## config.mk

```make
export PLATFORM = sky130hd
export DESIGN_NAME = clock_page_replacement_core
export DESIGN_NICKNAME = d
export VERILOG_FILES = /design/src/hdl/cpr_pkg.sv /design/src/hdl/clock_page_replacement_core.sv /design/src/hdl/cpr_ram.sv
export SDC_FILE = /design/constraint.sdc
export NUM_CORES = 1
export LEC_CHECK = 0
export BUFFER_PORTS_ARGS = -buffer_cell sky130_fd_sc_hd__buf_4
export CAP_MARGIN = 0
export CORE_AREA = 2 2 136 237
export CTS_BUF_LIST = sky130_fd_sc_hd__clkbuf_8 sky130_fd_sc_hd__clkbuf_16
export DETAILED_ROUTE_END_ITERATION = 10
export DIE_AREA = 0 0 138 239
export PLACE_DENSITY = 0.83
export SLEW_MARGIN = 20
export SYNTH_ARGS = -nofsm -noshare
export SYNTH_HDL_FRONTEND = slang
export SYNTH_SLANG_ARGS = --single-unit
export TNS_END_PERCENT = 20
```

## constraint.sdc

```tcl
create_clock -name clk -period 11.7 [get_ports clk]
set_input_delay 1.17 -clock clk [delete_from_list [all_inputs] [get_ports clk]]
set_output_delay 1.17 -clock clk [all_outputs]
set_load 0.02 [all_outputs]
```

## src/hdl/cpr_pkg.sv

```systemverilog
// ----------------------------------------------------------------------------
// cpr_pkg
// shared types and fixed field widths of the clock page replacement core
// ----------------------------------------------------------------------------
package cpr_pkg;

  // fixed widths of the stream and configuration fields
  localparam int unsigned PAGE_PORT_W = 16;
  localparam int unsigned FRAME_IDX_W = 4;
  localparam int unsigned CFG_W       = 5;
  localparam int unsigned FAULT_W     = 32;
  localparam int unsigned IN_TDATA_W  = 24;
  localparam int unsigned OUT_TDATA_W = 64;

  localparam logic [FAULT_W-1:0] FAULT_MAX = '1;

  // item kinds carried on tuser
  localparam logic KIND_REFERENCE = 1'b0;
  localparam logic KIND_PRELOAD   = 1'b1;

  // sequencer states
  typedef enum logic [5:0] {
    S_IDLE      = 6'b000001,
    S_FILL      = 6'b000010,
    S_LOOK      = 6'b000100,
    S_SWEEP_RD  = 6'b001000,
    S_SWEEP_CHK = 6'b010000,
    S_OUT       = 6'b100000
  } state_t;

endpackage

```

## src/hdl/clock_page_replacement_core.sv

```systemverilog
// ----------------------------------------------------------------------------
// clock_page_replacement_core
// second-chance (clock) page replacement over a ram-held frame table
// ----------------------------------------------------------------------------
// steps: a preload probes frames from the fill point, skipping occupied ones;
//   a lookup compares the active frames in turn; a fault then sweeps the hand,
//   each frame taking a ram read state and a check/write-back state
// throughput: one item at a time; a new word is taken while the last result
//   still waits in the output register
// reset: synchronous, active high; clears the occupied bits, hand, preload
//   fill, fault counter and sets frames_in_use to FRAME_COUNT; the frame ram
//   needs no clearing since an empty frame is never read for its contents
// ----------------------------------------------------------------------------
module clock_page_replacement_core
  import cpr_pkg::*;
#(
  parameter int unsigned FRAME_COUNT = 16,
  parameter int unsigned PAGE_BITS   = 16
) (
  input  logic                   clk,
  input  logic                   rst,

  // configuration write: frames_in_use
  input  logic                   cfg_valid,
  output logic                   cfg_ready,
  input  logic [CFG_W-1:0]       cfg_data,

  // input words
  input  logic                   s_axis_tvalid,
  output logic                   s_axis_tready,
  // [15:0] page_number, [16] is_write, [23:17] zero
  input  logic [IN_TDATA_W-1:0]  s_axis_tdata,
  // [0] kind
  input  logic                   s_axis_tuser,

  // result words
  output logic                   m_axis_tvalid,
  input  logic                   m_axis_tready,
  // [0] hit, [1] fault, [5:2] frame_index, [6] evicted_valid,
  // [22:7] evicted_page, [23] evicted_dirty, [24] preload_refused,
  // [56:25] fault_total, [63:57] zero
  output logic [OUT_TDATA_W-1:0] m_axis_tdata
);

  // widths derived from the parameters
  localparam int unsigned AW = (FRAME_COUNT > 1) ? $clog2(FRAME_COUNT) : 1;
  localparam int unsigned CW = $clog2(FRAME_COUNT + 1);
  localparam int unsigned NW = (CW > CFG_W) ? CW : CFG_W;
  localparam int unsigned PW = (PAGE_BITS < PAGE_PORT_W) ? PAGE_BITS : PAGE_PORT_W;
  localparam int unsigned EW = PW + 2;  // ram entry: {page, referenced, dirty}

  // configuration and control state
  state_t                 state;
  logic [NW-1:0]          frames_in_use;
  logic [FRAME_COUNT-1:0] occupied;
  logic [AW-1:0]          hand;
  logic [CW-1:0]          fill;
  logic [FAULT_W-1:0]     fault_counter;

  // current item
  logic [PW-1:0]          page;
  logic                   wr;

  // scan pointers
  logic [CW-1:0]          scan;      // lookup issue address / preload probe
  logic                   cmp_valid; // ram data for cmp_addr arrives this cycle
  logic [AW-1:0]          cmp_addr;

  // result being built
  logic                   res_hit;
  logic                   res_fault;
  logic [AW-1:0]          res_frame;
  logic                   res_ev_valid;
  logic [PW-1:0]          res_ev_page;
  logic                   res_ev_dirty;
  logic                   res_refused;

  // output register
  logic                   out_valid;
  logic [OUT_TDATA_W-1:0] out_data;

  // frame ram ports
  logic                   ram_we;
  logic [AW-1:0]          ram_waddr;
  logic [EW-1:0]          ram_wdata;
  logic [AW-1:0]          ram_raddr;
  logic [EW-1:0]          ram_rdata;
  logic [PW-1:0]          rd_page;
  logic                   rd_ref;
  logic                   rd_dirty;

  // active frame count, clamped to 1..FRAME_COUNT
  logic [NW-1:0]          cfg_ext;
  logic [NW-1:0]          n_wide;
  logic [CW-1:0]          active_n;

  // combinational controls
  logic                   take;
  logic                   issuing;
  logic                   match;
  logic [CW-1:0]          hand_inc;
  logic [AW-1:0]          hand_wrap;
  logic                   out_free;

  assign cfg_ext = frames_in_use;

  always_comb begin
    if (cfg_ext == '0) begin
      n_wide = NW'(1);
    end else if (cfg_ext > NW'(FRAME_COUNT)) begin
      n_wide = NW'(FRAME_COUNT);
    end else begin
      n_wide = cfg_ext;
    end
  end

  assign active_n = n_wide[CW-1:0];

  assign cfg_ready     = 1'b1;
  assign s_axis_tready = (state == S_IDLE);
  assign take          = s_axis_tvalid && s_axis_tready;

  assign m_axis_tvalid = out_valid;
  assign m_axis_tdata  = out_data;
  assign out_free      = !out_valid || m_axis_tready;

  assign rd_page  = ram_rdata[EW-1:2];
  assign rd_ref   = ram_rdata[1];
  assign rd_dirty = ram_rdata[0];

  // lookup pipeline: one ram read issued per cycle, compared in the cycle after
  assign issuing = (scan < active_n);
  assign match   = cmp_valid && occupied[cmp_addr] && (rd_page == page);

  // hand step with wrap at the active count
  assign hand_inc  = CW'(hand) + CW'(1);
  assign hand_wrap = (hand_inc >= active_n) ? '0 : hand_inc[AW-1:0];

  // ram addressing and write-back
  always_comb begin
    ram_we    = 1'b0;
    ram_waddr = hand;
    ram_wdata = {page, 1'b1, wr};
    ram_raddr = hand;
    case (state)
      S_FILL: begin
        ram_waddr = scan[AW-1:0];
        ram_we    = issuing && !occupied[scan[AW-1:0]];
      end
      S_LOOK: begin
        ram_raddr = scan[AW-1:0];
        ram_waddr = cmp_addr;
        if (match) begin
          // hit: mark referenced, dirty on a write
          ram_we    = 1'b1;
          ram_wdata = {rd_page, 1'b1, rd_dirty | wr};
        end
      end
      S_SWEEP_CHK: begin
        ram_we = 1'b1;
        if (occupied[hand] && rd_ref) begin
          // second chance: clear the reference bit and move on
          ram_wdata = {rd_page, 1'b0, rd_dirty};
        end
      end
      default: begin
        ram_we = 1'b0;
      end
    endcase
  end

  cpr_ram #(
    .WIDTH (EW),
    .DEPTH (FRAME_COUNT)
  ) u_frame_ram (
    .clk   (clk),
    .we    (ram_we),
    .waddr (ram_waddr),
    .wdata (ram_wdata),
    .raddr (ram_raddr),
    .rdata (ram_rdata)
  );

  // sequencer
  always_ff @(posedge clk) begin
    if (rst) begin
      state         <= S_IDLE;
      frames_in_use <= NW'(FRAME_COUNT);
      occupied      <= '0;
      hand          <= '0;
      fill          <= '0;
      fault_counter <= '0;
      cmp_valid     <= 1'b0;
      out_valid     <= 1'b0;
    end else begin
      if (cfg_valid && cfg_ready) begin
        frames_in_use <= NW'(cfg_data);
      end
      if (state == S_OUT && out_free) begin
        out_valid <= 1'b1;
      end else if (out_valid && m_axis_tready) begin
        out_valid <= 1'b0;
      end

      case (state)
        S_IDLE: begin
          if (take) begin
            page         <= s_axis_tdata[PW-1:0];
            wr           <= s_axis_tdata[PAGE_PORT_W];
            res_hit      <= 1'b0;
            res_fault    <= 1'b0;
            res_frame    <= '0;
            res_ev_valid <= 1'b0;
            res_ev_page  <= '0;
            res_ev_dirty <= 1'b0;
            res_refused  <= 1'b0;
            cmp_valid    <= 1'b0;
            if (s_axis_tuser == KIND_PRELOAD) begin
              scan  <= fill;
              state <= S_FILL;
            end else begin
              scan  <= '0;
              state <= S_LOOK;
            end
          end
        end

        S_FILL: begin
          // probe one occupied bit a cycle from the fill point
          if (!issuing) begin
            res_refused <= 1'b1;
            state       <= S_OUT;
          end else if (!occupied[scan[AW-1:0]]) begin
            occupied[scan[AW-1:0]] <= 1'b1;
            fill      <= scan + CW'(1);
            res_frame <= scan[AW-1:0];
            state     <= S_OUT;
          end else begin
            scan <= scan + CW'(1);
          end
        end

        S_LOOK: begin
          cmp_valid <= issuing && !match;
          cmp_addr  <= scan[AW-1:0];
          if (issuing) begin
            scan <= scan + CW'(1);
          end
          if (match) begin
            res_hit   <= 1'b1;
            res_frame <= cmp_addr;
            state     <= S_OUT;
          end else if (!issuing && cmp_valid) begin
            // last active frame compared without a match: page fault
            res_fault <= 1'b1;
            if (fault_counter != FAULT_MAX) begin
              fault_counter <= fault_counter + FAULT_W'(1);
            end
            if (CW'(hand) >= active_n) begin
              hand <= '0;
            end
            state <= S_SWEEP_RD;
          end
        end

        S_SWEEP_RD: begin
          state <= S_SWEEP_CHK;
        end

        S_SWEEP_CHK: begin
          if (occupied[hand] && rd_ref) begin
            hand  <= hand_wrap;
            state <= S_SWEEP_RD;
          end else begin
            // empty or unreferenced frame: the new page goes here
            if (occupied[hand]) begin
              res_ev_valid <= 1'b1;
              res_ev_page  <= rd_page;
              res_ev_dirty <= rd_dirty;
            end
            occupied[hand] <= 1'b1;
            res_frame      <= hand;
            hand           <= hand_wrap;
            state          <= S_OUT;
          end
        end

        S_OUT: begin
          if (out_free) begin
            state <= S_IDLE;
          end
        end

        default: begin
          state <= S_IDLE;
        end
      endcase
    end
  end

  // result word, loaded as the sequencer leaves the output state
  always_ff @(posedge clk) begin
    if (state == S_OUT && out_free) begin
      out_data <= {
        7'b0,
        fault_counter,
        res_refused,
        res_ev_dirty,
        PAGE_PORT_W'(res_ev_page),
        res_ev_valid,
        FRAME_IDX_W'(res_frame),
        res_fault,
        res_hit
      };
    end
  end

endmodule

```

## src/hdl/cpr_ram.sv

```systemverilog
// ----------------------------------------------------------------------------
// cpr_ram
// generic simple dual port ram, one write port, one registered read port
// ----------------------------------------------------------------------------
module cpr_ram #(
  parameter int unsigned WIDTH = 18,
  parameter int unsigned DEPTH = 16
) (
  input  logic                                   clk,
  input  logic                                   we,
  input  logic [(DEPTH > 1 ? $clog2(DEPTH) : 1)-1:0] waddr,
  input  logic [WIDTH-1:0]                       wdata,
  input  logic [(DEPTH > 1 ? $clog2(DEPTH) : 1)-1:0] raddr,
  output logic [WIDTH-1:0]                       rdata
);

  logic [WIDTH-1:0] mem [DEPTH];

  always_ff @(posedge clk) begin
    if (we) begin
      mem[waddr] <= wdata;
    end
    rdata <= mem[raddr];
  end

endmodule
```

==> flow_metrics.tcl, run 1 <==
set metrics [dict create \
    outcome "complete, no violations" \
    tightestPinTransition_ns 1.17 \
    cp.arrival_ns 4.59 \
    post-route-period-util_pct 35.6 \
    grt.met1_usage_pct 31.6 \
    timing.rr.start "state[0]$_SDFFE_PP1P_" \
    grt_use_met3_pct 4.43 \
    cp_max_fo 65 \
    routabilityCongestion 0.931 \
    p_sw_share_pct 21.4 \
    port_buffers 86 \
    route.vias.total 13400 \
    yosysTopAreaCell "edfxtp_1" \
    ys_ff_latch 484 \
    grt_util_all_layers_pct 29.7 \
    pin_count 102 \
    grt_pass1_wl_um 75300 \
    first_pass_iters 6 \
    power.share.sequential_pct 55.1 \
    synth_edf_count 396 \
    timing.rr.end "u_frame_ram.rdata[16]$_DFF_P_" \
    maxSlewHeadroom_pct 22.0 \
    num-nets-final 1672 \
    slowest_delay_ns 0.70 \
    rsz0062_at_grt "false" \
    dp_hpwl_um 30800 \
    path_cells "or4_4, o21ai_4, and2_4, buf_4, mux4_2, o2111ai_1, nand3_1" \
    wirelength_um 49700 \
    cts_resized 0 \
    coreArea_sq_um 31200 \
    setup_tns_ns 0 \
    rows 86 \
    async_flop_share_pct 0 \
    fin_hold_ws_ns 0.415 \
    cts_buffers 41 \
    vdd_ir_drop_max_mv 0.142 \
    cts_sinks 484 \
    clockBufferDepth 3 \
    die_w_um 138 \
    critPathRequiredTime_ns 12.13 \
    max_freq_mhz 240 \
    timing.final.hold_violations 0 \
    holdBufCountCts 0 \
    p_sw_w 0.000742 \
    clock_latency_ns 0.56 \
    layout_commonest_cell "edfxtp_1" \
    die_y_um 239 \
    grt.busiest_layer "met2" \
    reg2regPathDepth 7 \
    grt_pass1_vias 13600 \
    setup_violations 0 \
    ys_types 67 \
    ctsRootBufferMaster "clkbuf_16" \
    slew_violations 0 \
    hold_class "flip-flop to flip-flop" \
    endpoint_kind "flip-flop" \
    r2r_slack_ns 7.53 \
    crit_start "state[0]$_SDFFE_PP1P_" \
    cp-endpoint "u_frame_ram.rdata[16]$_DFF_P_" \
    cts_tree "built" \
    antennaDiodeCount 0 \
    area_growth_pct 12.3 \
    overflow 0 \
    initial_utilization_pct 64.0 \
    met2_usage_pct 52.2 \
    yosys.area.top_type_share_pct 59.6 \
    postCtsSetupRepairBufs 0 \
    netlist_area_sq_um 20000 \
    cap_violations 0 \
    clk_pin_slew_ns 0.07 \
    crit_type "flip-flop to flip-flop" \
    route.detailed.drc 0 \
    synthCells 1532 \
    final_cell_mix "edfxtp_1 (396), nand2_1 (204), buf_4 (128)" \
    fin_util_pct 71.8 \
    ant_nets 0 \
    viasPerCell 6.58 \
    synth_area_per_cell_sq_um 13.0 \
    synth-warning-count 0 \
    pwr_density_cell_nw_per_um2 155 \
    final_layout_size_suffix_gt1_share_pct 14.6 \
    p_leak_nw 7.71 \
    cts_max_level 2 \
    cp-start-kind "flip-flop" \
    antenna_found_initial 0 \
    crit_slowest_cell "buf_4" \
    yosysSeqAreaShare_pct 68.4 \
    ys_top_cells_by_area "edfxtp_1 (60%), dfxtp_1 (8.8%), nand2_1 (3.9%), nand3_1 (2.0%), nor2_1 (1.9%)" \
    grt_max_degree 88 \
    yosys_most_used_dff "edfxtp_1" \
    intPower_w 0.00273 \
    drtIter0Drc 1492 \
    finalClockSkew_ns 0.0201 \
    layout_min_cycle_time_ns 4.17 \
    power_frac_clock_pct 40.2 \
    routedWlPerCell_um 24.3 \
    p_comb_share_pct 4.7 \
    dieArea_sq_um 33000 \
]
[cell usage after synthesis (19+ instances only)]
cell type  instances
edfxtp_1         396
nand2_1          205
nor2_1           102
dfxtp_1           88
nand3_1           81
a21oi_1           58
clkbuf_1          47
nor3_1            46
a211oi_1          43
o21ai_0           31
xnor2_1           28
buf_2             24
and3_1            23
ha_1              22
o2111ai_1         21
or4_1             20
a31oi_1           19
xor2_1            19
[critical path, delay by kind of cell, from the launching register on]
| family | cells | cell delay (ns) |
|---|---|---|
| AND/OR/NAND/NOR | 3 | 1.34 |
| AO/OA/AOI/OAI | 2 | 0.92 |
| multiplexers | 1 | 0.60 |
| buffers and inverters | 1 | 0.70 |
| flip-flops | 1 | 0.39 |
[metrics by stage]
step | power (W) | setup WS (ns) | instances | cell area (sq um)
4_1_cts | 0.00347 | 7.62 | 2043 | 22400
5_1_grt | 0.00355 | 7.46 | 2043 | 22400
3_3_place_gp | 0.00210 | 7.66 | 1968 | 21000
6_report | 0.00347 | 7.53 | 2043 | 22400
2_1_floorplan | 0.00204 | 7.38 | 1538 | 20000
3_5_place_dp | 0.00211 | 7.60 | 1968 | 21000
[power groups by stage]
stage               Sequential [W]  Clock, W  Combinational (W)
floorplan                  0.00194         0           0.000106
global placement           0.00195         0           0.000153
detailed placement         0.00195         0           0.000159
CTS                        0.00191   0.00140           0.000160
global route               0.00191   0.00146           0.000174
finish                     0.00191   0.00140           0.000163
[cell families after synthesis]
logic type	Yosys count	share of synthesized area [%]
simple gates	565	13.6
xor+xnor	47	2.06
flops	484	68.4
fa+ha+maj	22	1.38
compound gates	261	9.03
mux	38	2.80
buf+inv	113	2.72
other cells	2	0.0376
[per-layer routing]
metal  wire length [um]  share of wire, %
met1              16200                33
met2              25700                52
met3               3550               7.2
met4               4250               8.6
met5                  0                 0
[flip-flops by register name (all words and copies together), names as in the netlist, 4 cells and up]
register	count
fault_counter	32
fill	5
u_frame_ram.rdata	18
scan	5
cmp_addr	4
hand	4
page	16
cfg_ext	5
m_axis_tdata	57
res_frame	4
res_ev_page	16
u_frame_ram.mem	288
state	6
occupied	16
[layout make-up]
type / count / area [sq um]
timing repair buffer: 128 / 961
fill: 1923 / 8780
tap: 396 / 495
multi-input combinational: 941 / 5860
clock inverter: 33 / 323
sequential: 484 / 13700
inverter: 19 / 72.6
clock buffer: 42 / 1050
[worst min-delay path by stage]
stage | start | end | slack, ns | depth (start not counted)
after global placement | res_ev_page[8]$_SDFFCE_PN0P_ | m_axis_tdata[15]$_DFFE_PP_ | 0.40 | 0
after floorplan | res_hit$_DFFE_PP_ | m_axis_tdata[0]$_DFFE_PP_ | 0.40 | 0
final | res_ev_page[14]$_SDFFCE_PN0P_ | m_axis_tdata[21]$_DFFE_PP_ | 0.42 | 0
after global routing | res_ev_page[14]$_SDFFCE_PN0P_ | m_axis_tdata[21]$_DFFE_PP_ | 0.42 | 0
after detailed placement | res_ev_dirty$_SDFFCE_PN0P_ | m_axis_tdata[23]$_DFFE_PP_ | 0.41 | 0
after CTS | res_ev_page[14]$_SDFFCE_PN0P_ | m_axis_tdata[21]$_DFFE_PP_ | 0.42 | 0
Note: power is estimated with default switching activity, not from simulation.
==> run 2: changes to the inputs <==
--- a/config.mk
+++ b/config.mk
@@ -7,11 +7,11 @@
 export LEC_CHECK = 0
 export BUFFER_PORTS_ARGS = -buffer_cell sky130_fd_sc_hd__buf_4
 export CAP_MARGIN = 0
-export CORE_AREA = 2 2 136 237
+export CORE_AREA = 2 2 140 245
 export CTS_BUF_LIST = sky130_fd_sc_hd__clkbuf_8 sky130_fd_sc_hd__clkbuf_16
 export DETAILED_ROUTE_END_ITERATION = 10
-export DIE_AREA = 0 0 138 239
-export PLACE_DENSITY = 0.83
+export DIE_AREA = 0 0 142 247
+export PLACE_DENSITY = 0.79
 export SLEW_MARGIN = 20
 export SYNTH_ARGS = -nofsm -noshare
 export SYNTH_HDL_FRONTEND = slang
==> constraint.sdc (replaced) <==
create_clock -name clk -period 3.9 [get_ports clk]
set_input_delay 0.39 -clock clk [delete_from_list [all_inputs] [get_ports clk]]
set_output_delay 0.39 -clock clk [all_outputs]
set_load 0.02 [all_outputs]
==> run 2 against run 1 <==
Compared with the run above: clock power rose to 2.7 times the previous value; via count up 0.36%; combinational power rose to 3.1 times the previous value.
==> flow_metrics.tcl, run 2 (synthesis results as in run 1) <==
set metrics [dict create \
    setup_tns_ns 0 \
    pin_count 102 \
    overflow 0 \
    slew_violations 0 \
    timing.rr.end "u_frame_ram.mem[14][4]$_DFFE_PP_" \
    clk_pin_slew_ns 0.07 \
    largest_reg_flops 288 \
    hold_class "input pin to flip-flop" \
    timing.rr.start "cmp_addr[0]$_DFFE_PP_" \
    placed_area_sq_um 21300 \
    cp.buffers_inverters 2 \
    route.vias.total 13500 \
    grt_pass1_vias 13400 \
    maxSlewHeadroom_pct 36.0 \
    initial_utilization_pct 59.9 \
    cap_violations 0 \
    setup_violations 0 \
    drtIter0Drc 1432 \
    finalClockSkew_ns 0.0226 \
    clockBufferDepth 3 \
    crit_start "cmp_addr[0]$_DFFE_PP_" \
    route.detailed.drc 0 \
    post-route-period-util_pct 83.9 \
    regMostFlops "u_frame_ram.mem" \
    rows 89 \
    antennaDiodeCount 0 \
    viasPerCell 6.45 \
    max_freq_mhz 306 \
    p_leak_nw 7.84 \
    critPathRequiredTime_ns 4.11 \
    wirelength_um 49100 \
    pwr_density_cell_nw_per_um2 443 \
    die_w_um 142 \
    whs_path_depth 1 \
    layout_commonest_cell "edfxtp_1" \
    endpoint_kind "flip-flop" \
    ctsRootBufferMaster "clkbuf_16" \
    postCtsSetupRepairBufs 0 \
    crit_type "flip-flop to flip-flop" \
    cp.arrival_ns 3.49 \
    cts_buffers 40 \
    die_y_um 247 \
    crit_family "multiplexers" \
    timing.final.hold_violations 0 \
    tightestPinTransition_ns 0.948 \
    cp-start-kind "flip-flop" \
    coreArea_sq_um 33300 \
    r2r_slack_ns 0.63 \
    final_cell_mix "edfxtp_1 (396), nand2_1 (204), buf_4 (152)" \
    design_area_sq_um 22600 \
    hold_start "s_axis_tdata[16]" \
    grt_max_degree 74 \
    min_to "wr$_DFFE_PP_" \
    path_cells "mux4_2, mux2i_1, mux2_2, nor3_4, buf_4, a211o_1, nand3_1, nor2_1, buf_4" \
    ant_nets 0 \
    clock_latency_ns 0.57 \
    slowest_delay_ns 0.53 \
    routedWlPerCell_um 23.5 \
    cp_max_fo 35 \
    crit_slowest_cell "edfxtp_1" \
    cts_sinks 484 \
    port_buffers 86 \
    crit_top_cell "buf_4" \
    antenna_found_initial 0 \
    cts_max_level 2 \
    reg2regPathDepth 9 \
    p_total_w 0.0100 \
    outcome "complete, no violations" \
    vdd_ir_drop_max_mv 0.325 \
    final_layout_size_suffix_gt1_share_pct 15.6 \
    fill_cells 2172 \
    routabilityCongestion 0.882 \
    dp_hpwl_um 31200 \
    grt_util_all_layers_pct 27.9 \
    cts_tree "built" \
    first_pass_iters 5 \
    area_growth_pct 13.5 \
    rsz0062_at_grt "false" \
    layout_min_cycle_time_ns 3.27 \
    num-nets-final 1709 \
    dieArea_sq_um 35100 \
    grt_pass1_wl_um 73400 \
]
run 2: cell types whose count changed in the layout (fill, tap and decap cells not counted):
cell / previous run / this run
inv_6: 0 / 1
bufinv_16: 6 / 1
buf_12: 0 / 3
clkbuf_8: 0 / 4
inv_16: 0 / 1
clkinv_2: 9 / 7
clkinv_4: 3 / 0
clkbuf_16: 42 / 40
buf_4: 128 / 152
inv_1: 28 / 31
dlygate4sd3_1: 0 / 11
run 2: cell type report:
type	count	area [sq um]	area share, %
clock buffers	44	1060	4.66
clock inverters	28	176	0.779
inverters	19	72.6	0.320
multi-input cells	941	5860	25.9
flip-flops and latches	484	13700	60.3
well taps	409	512	2.26
repair buffers	166	1310	5.79
run 2: stage by stage:
stage	utilization (%)	hold WS, ns	setup WS [ns]	instances
2_1_floorplan	-	0.400	0.0308	1538
3_3_place_gp	64.0	0.402	0.632	2008
3_5_place_dp	64.0	0.405	0.540	2008
4_1_cts	68.0	0.00287	0.523	2090
5_1_grt	68.0	0.00440	0.460	2091
6_report	68.0	0.00999	0.628	2091
run 2: timing repair:
item | in CTS | in global routing
hold buffers | 10 | 1
setup endpoints to repair | 0 | 0
resized for setup | 0 | 0
hold endpoints to repair | 10 | 1
run 2: how the worst max path moves through the flow:
stage,end,slack (ns),cells after the start
final,u_frame_ram.mem[14][4]$_DFFE_PP_,0.63,9
after detailed placement,u_frame_ram.mem[2][17]$_DFFE_PP_,0.54,7
after global placement,u_frame_ram.mem[6][17]$_DFFE_PP_,0.63,7
after floorplan,m_axis_tdata[0]$_DFFE_PP_,0.03,4
after global routing,u_frame_ram.mem[2][16]$_DFFE_PP_,0.46,9
after CTS,u_frame_ram.mem[12][17]$_DFFE_PP_,0.52,7
run 2: power breakdown:
part	internal [W]	leakage [nW]	switching [W]
Combinational	0.000170	2.83	0.000335
Sequential	0.00567	4.36	0.0000646
Clock	0.00203	0.656	0.00177
run 2: metal layers:
layer  routed length [um]  up-vias  track usage [%]
met5                    0        -                0
met4                 3140        0             17.2
met3                 3530      197             4.07
met2                25900      721             51.0
met1                16500     6590             30.0
li1                     -     5977                -
==> run 3: changes to the inputs <==
==> constraint.sdc (replaced) <==
create_clock -name clk -period 3.02 [get_ports clk]
set_input_delay 0.302 -clock clk [delete_from_list [all_inputs] [get_ports clk]]
set_output_delay 0.302 -clock clk [all_outputs]
set_load 0.02 [all_outputs]
==> run 3 against run 2 <==
Compared with the run above: fmax is 10% higher; worst hold slack improved by 0.026 ns; sequential power grew 29%; via count increased by 2.8%; largest power group unchanged; highest routed layer unchanged.
==> flow_metrics.tcl, run 3 (synthesis results as in run 1) <==
set metrics [dict create \
    routabilityCongestion 0.908 \
    cts_max_level 2 \
    layout_commonest_cell "edfxtp_1" \
    hold_start "cfg_valid" \
    num-nets-final 1774 \
    overflow 0 \
    outcome "complete, no violations" \
    dp_hpwl_um 34500 \
    layout_min_cycle_time_ns 2.96 \
    viasPerCell 6.42 \
    crit_type "flip-flop to flip-flop" \
    first_pass_iters 5 \
    p_total_w 0.0133 \
    setup_violations 0 \
    maxSlewHeadroom_pct 53.8 \
    cp-start-kind "flip-flop" \
    clk_pin_slew_ns 0.07 \
    grt_util_all_layers_pct 29.8 \
    grt_pass1_vias 14100 \
    p_leak_nw 8.22 \
    timing.final.hold_violations 0 \
    grt_pass1_wl_um 78300 \
    finalClockSkew_ns 0.0166 \
    cap_violations 0 \
    drtIter0Drc 1398 \
    wirelength_um 52200 \
    cts_sinks 484 \
    antenna_found_initial 1 \
    cts_tree "built" \
    crit_start "page[6]$_DFFE_PP_" \
    pin_count 102 \
    die_y_um 247 \
    cp.arrival_ns 3.22 \
    fin_hold_ws_ns 0.0355 \
    timing.rr.start "page[6]$_DFFE_PP_" \
    hold_class "input pin to flip-flop" \
    setup_tns_ns 0 \
    rows 89 \
    cts_buffers 40 \
    pwr_density_cell_nw_per_um2 569 \
    vdd_ir_drop_max_mv 0.504 \
    rsz0062_at_grt "true" \
    cp_max_fo 18 \
    dieArea_sq_um 35100 \
    critPathRequiredTime_ns 3.27 \
    fin_util_pct 70.4 \
    route.vias.total 13900 \
    clock_latency_ns 0.56 \
    largest_reg_flops 288 \
    regMostFlops "u_frame_ram.mem" \
    routedWlPerCell_um 24.2 \
    clockBufferDepth 3 \
    endpoint_kind "flip-flop" \
    slew_violations 0 \
    whs_path_depth 2 \
    post-route-period-util_pct 98.1 \
    final_layout_size_suffix_gt1_share_pct 18.6 \
    ant_nets 0 \
    initial_utilization_pct 59.9 \
    final_cell_mix "edfxtp_1 (396), nand2_1 (204), buf_4 (191)" \
    coreArea_sq_um 33300 \
    route.detailed.drc 0 \
    tightestPinTransition_ns 0.693 \
    r2r_slack_ns 0.06 \
    grt_max_degree 58 \
    die_w_um 142 \
    ctsRootBufferMaster "clkbuf_16" \
    reg2regPathDepth 8 \
    area_growth_pct 17.4 \
    port_buffers 86 \
    max_freq_mhz 337 \
]
## run 3: cell type report
| class | count | area (sq um) |
|---|---|---|
| Sequential cell | 484 | 13700 |
| Clock inverter | 28 | 211 |
| Multi-Input combinational cell | 941 | 5870 |
| Inverter | 19 | 72.6 |
| Clock buffer | 45 | 1100 |
| Timing Repair Buffer | 231 | 2010 |
| Tap cell | 409 | 512 |
| Antenna cell | 1 | 2.50 |
| Fill cell | 2066 | 9860 |
## run 3: timing repair
item | 4_1_cts | 5_1_grt
endpoints found under the hold margin | 22 | 0
hold buffers | 22 | 0
resized for setup | 1 | 5
buffers inserted | 0 | 2
endpoints found under the setup margin | 3 | 310
pin swaps | 0 | 1
## run 3: final timing paths
kind                                                         end
worst max-delay path            u_frame_ram.mem[9][14]$_DFFE_PP_
worst max register to register  u_frame_ram.mem[9][14]$_DFFE_PP_
worst min-delay path                     cfg_ext[4]$_SDFFE_PP1P_
worst min register to register         m_axis_tdata[7]$_DFFE_PP_
## run 3: per-stage QoR
| stage | cell area (sq um) | instances | setup WS [ns] |
|---|---|---|---|
| finish | 23400 | 2158 | 0.0560 |
| global route | 23400 | 2158 | -0.0260 |
| CTS | 23400 | 2155 | 0.0896 |
| detailed placement | 21900 | 2060 | -0.0108 |
| global placement | 21900 | 2060 | -0.00985 |
| floorplan | 20000 | 1538 | -0.108 |
## run 3: worst max-delay path, cell delays in order, from the launching register on
cell and delay (ns):
edfxtp_1 0.46, xor2_1 0.18, nor4_1 0.38, nand4_1 0.37
nor3_4 0.37, a211o_1 0.27, nand3_1 0.16, nor2_1 0.25
buf_12 0.23
## run 3: report_power, final
group	total [W]	internal (W)	switching [W]
combinational	0.000755	0.000268	0.000487
clock	0.00519	0.00282	0.00236
sequential	0.00739	0.00732	0.0000705
total	0.0133	0.0104	0.00292
## run 3: metal layers
metal  track usage [%]  share of wire [%]  wire (um)
met1              31.1                 33      17100
met2              54.2                 53      27500
met3              3.72                6.6       3420
met4              21.9                8.1       4250
met5                 0                  0          0
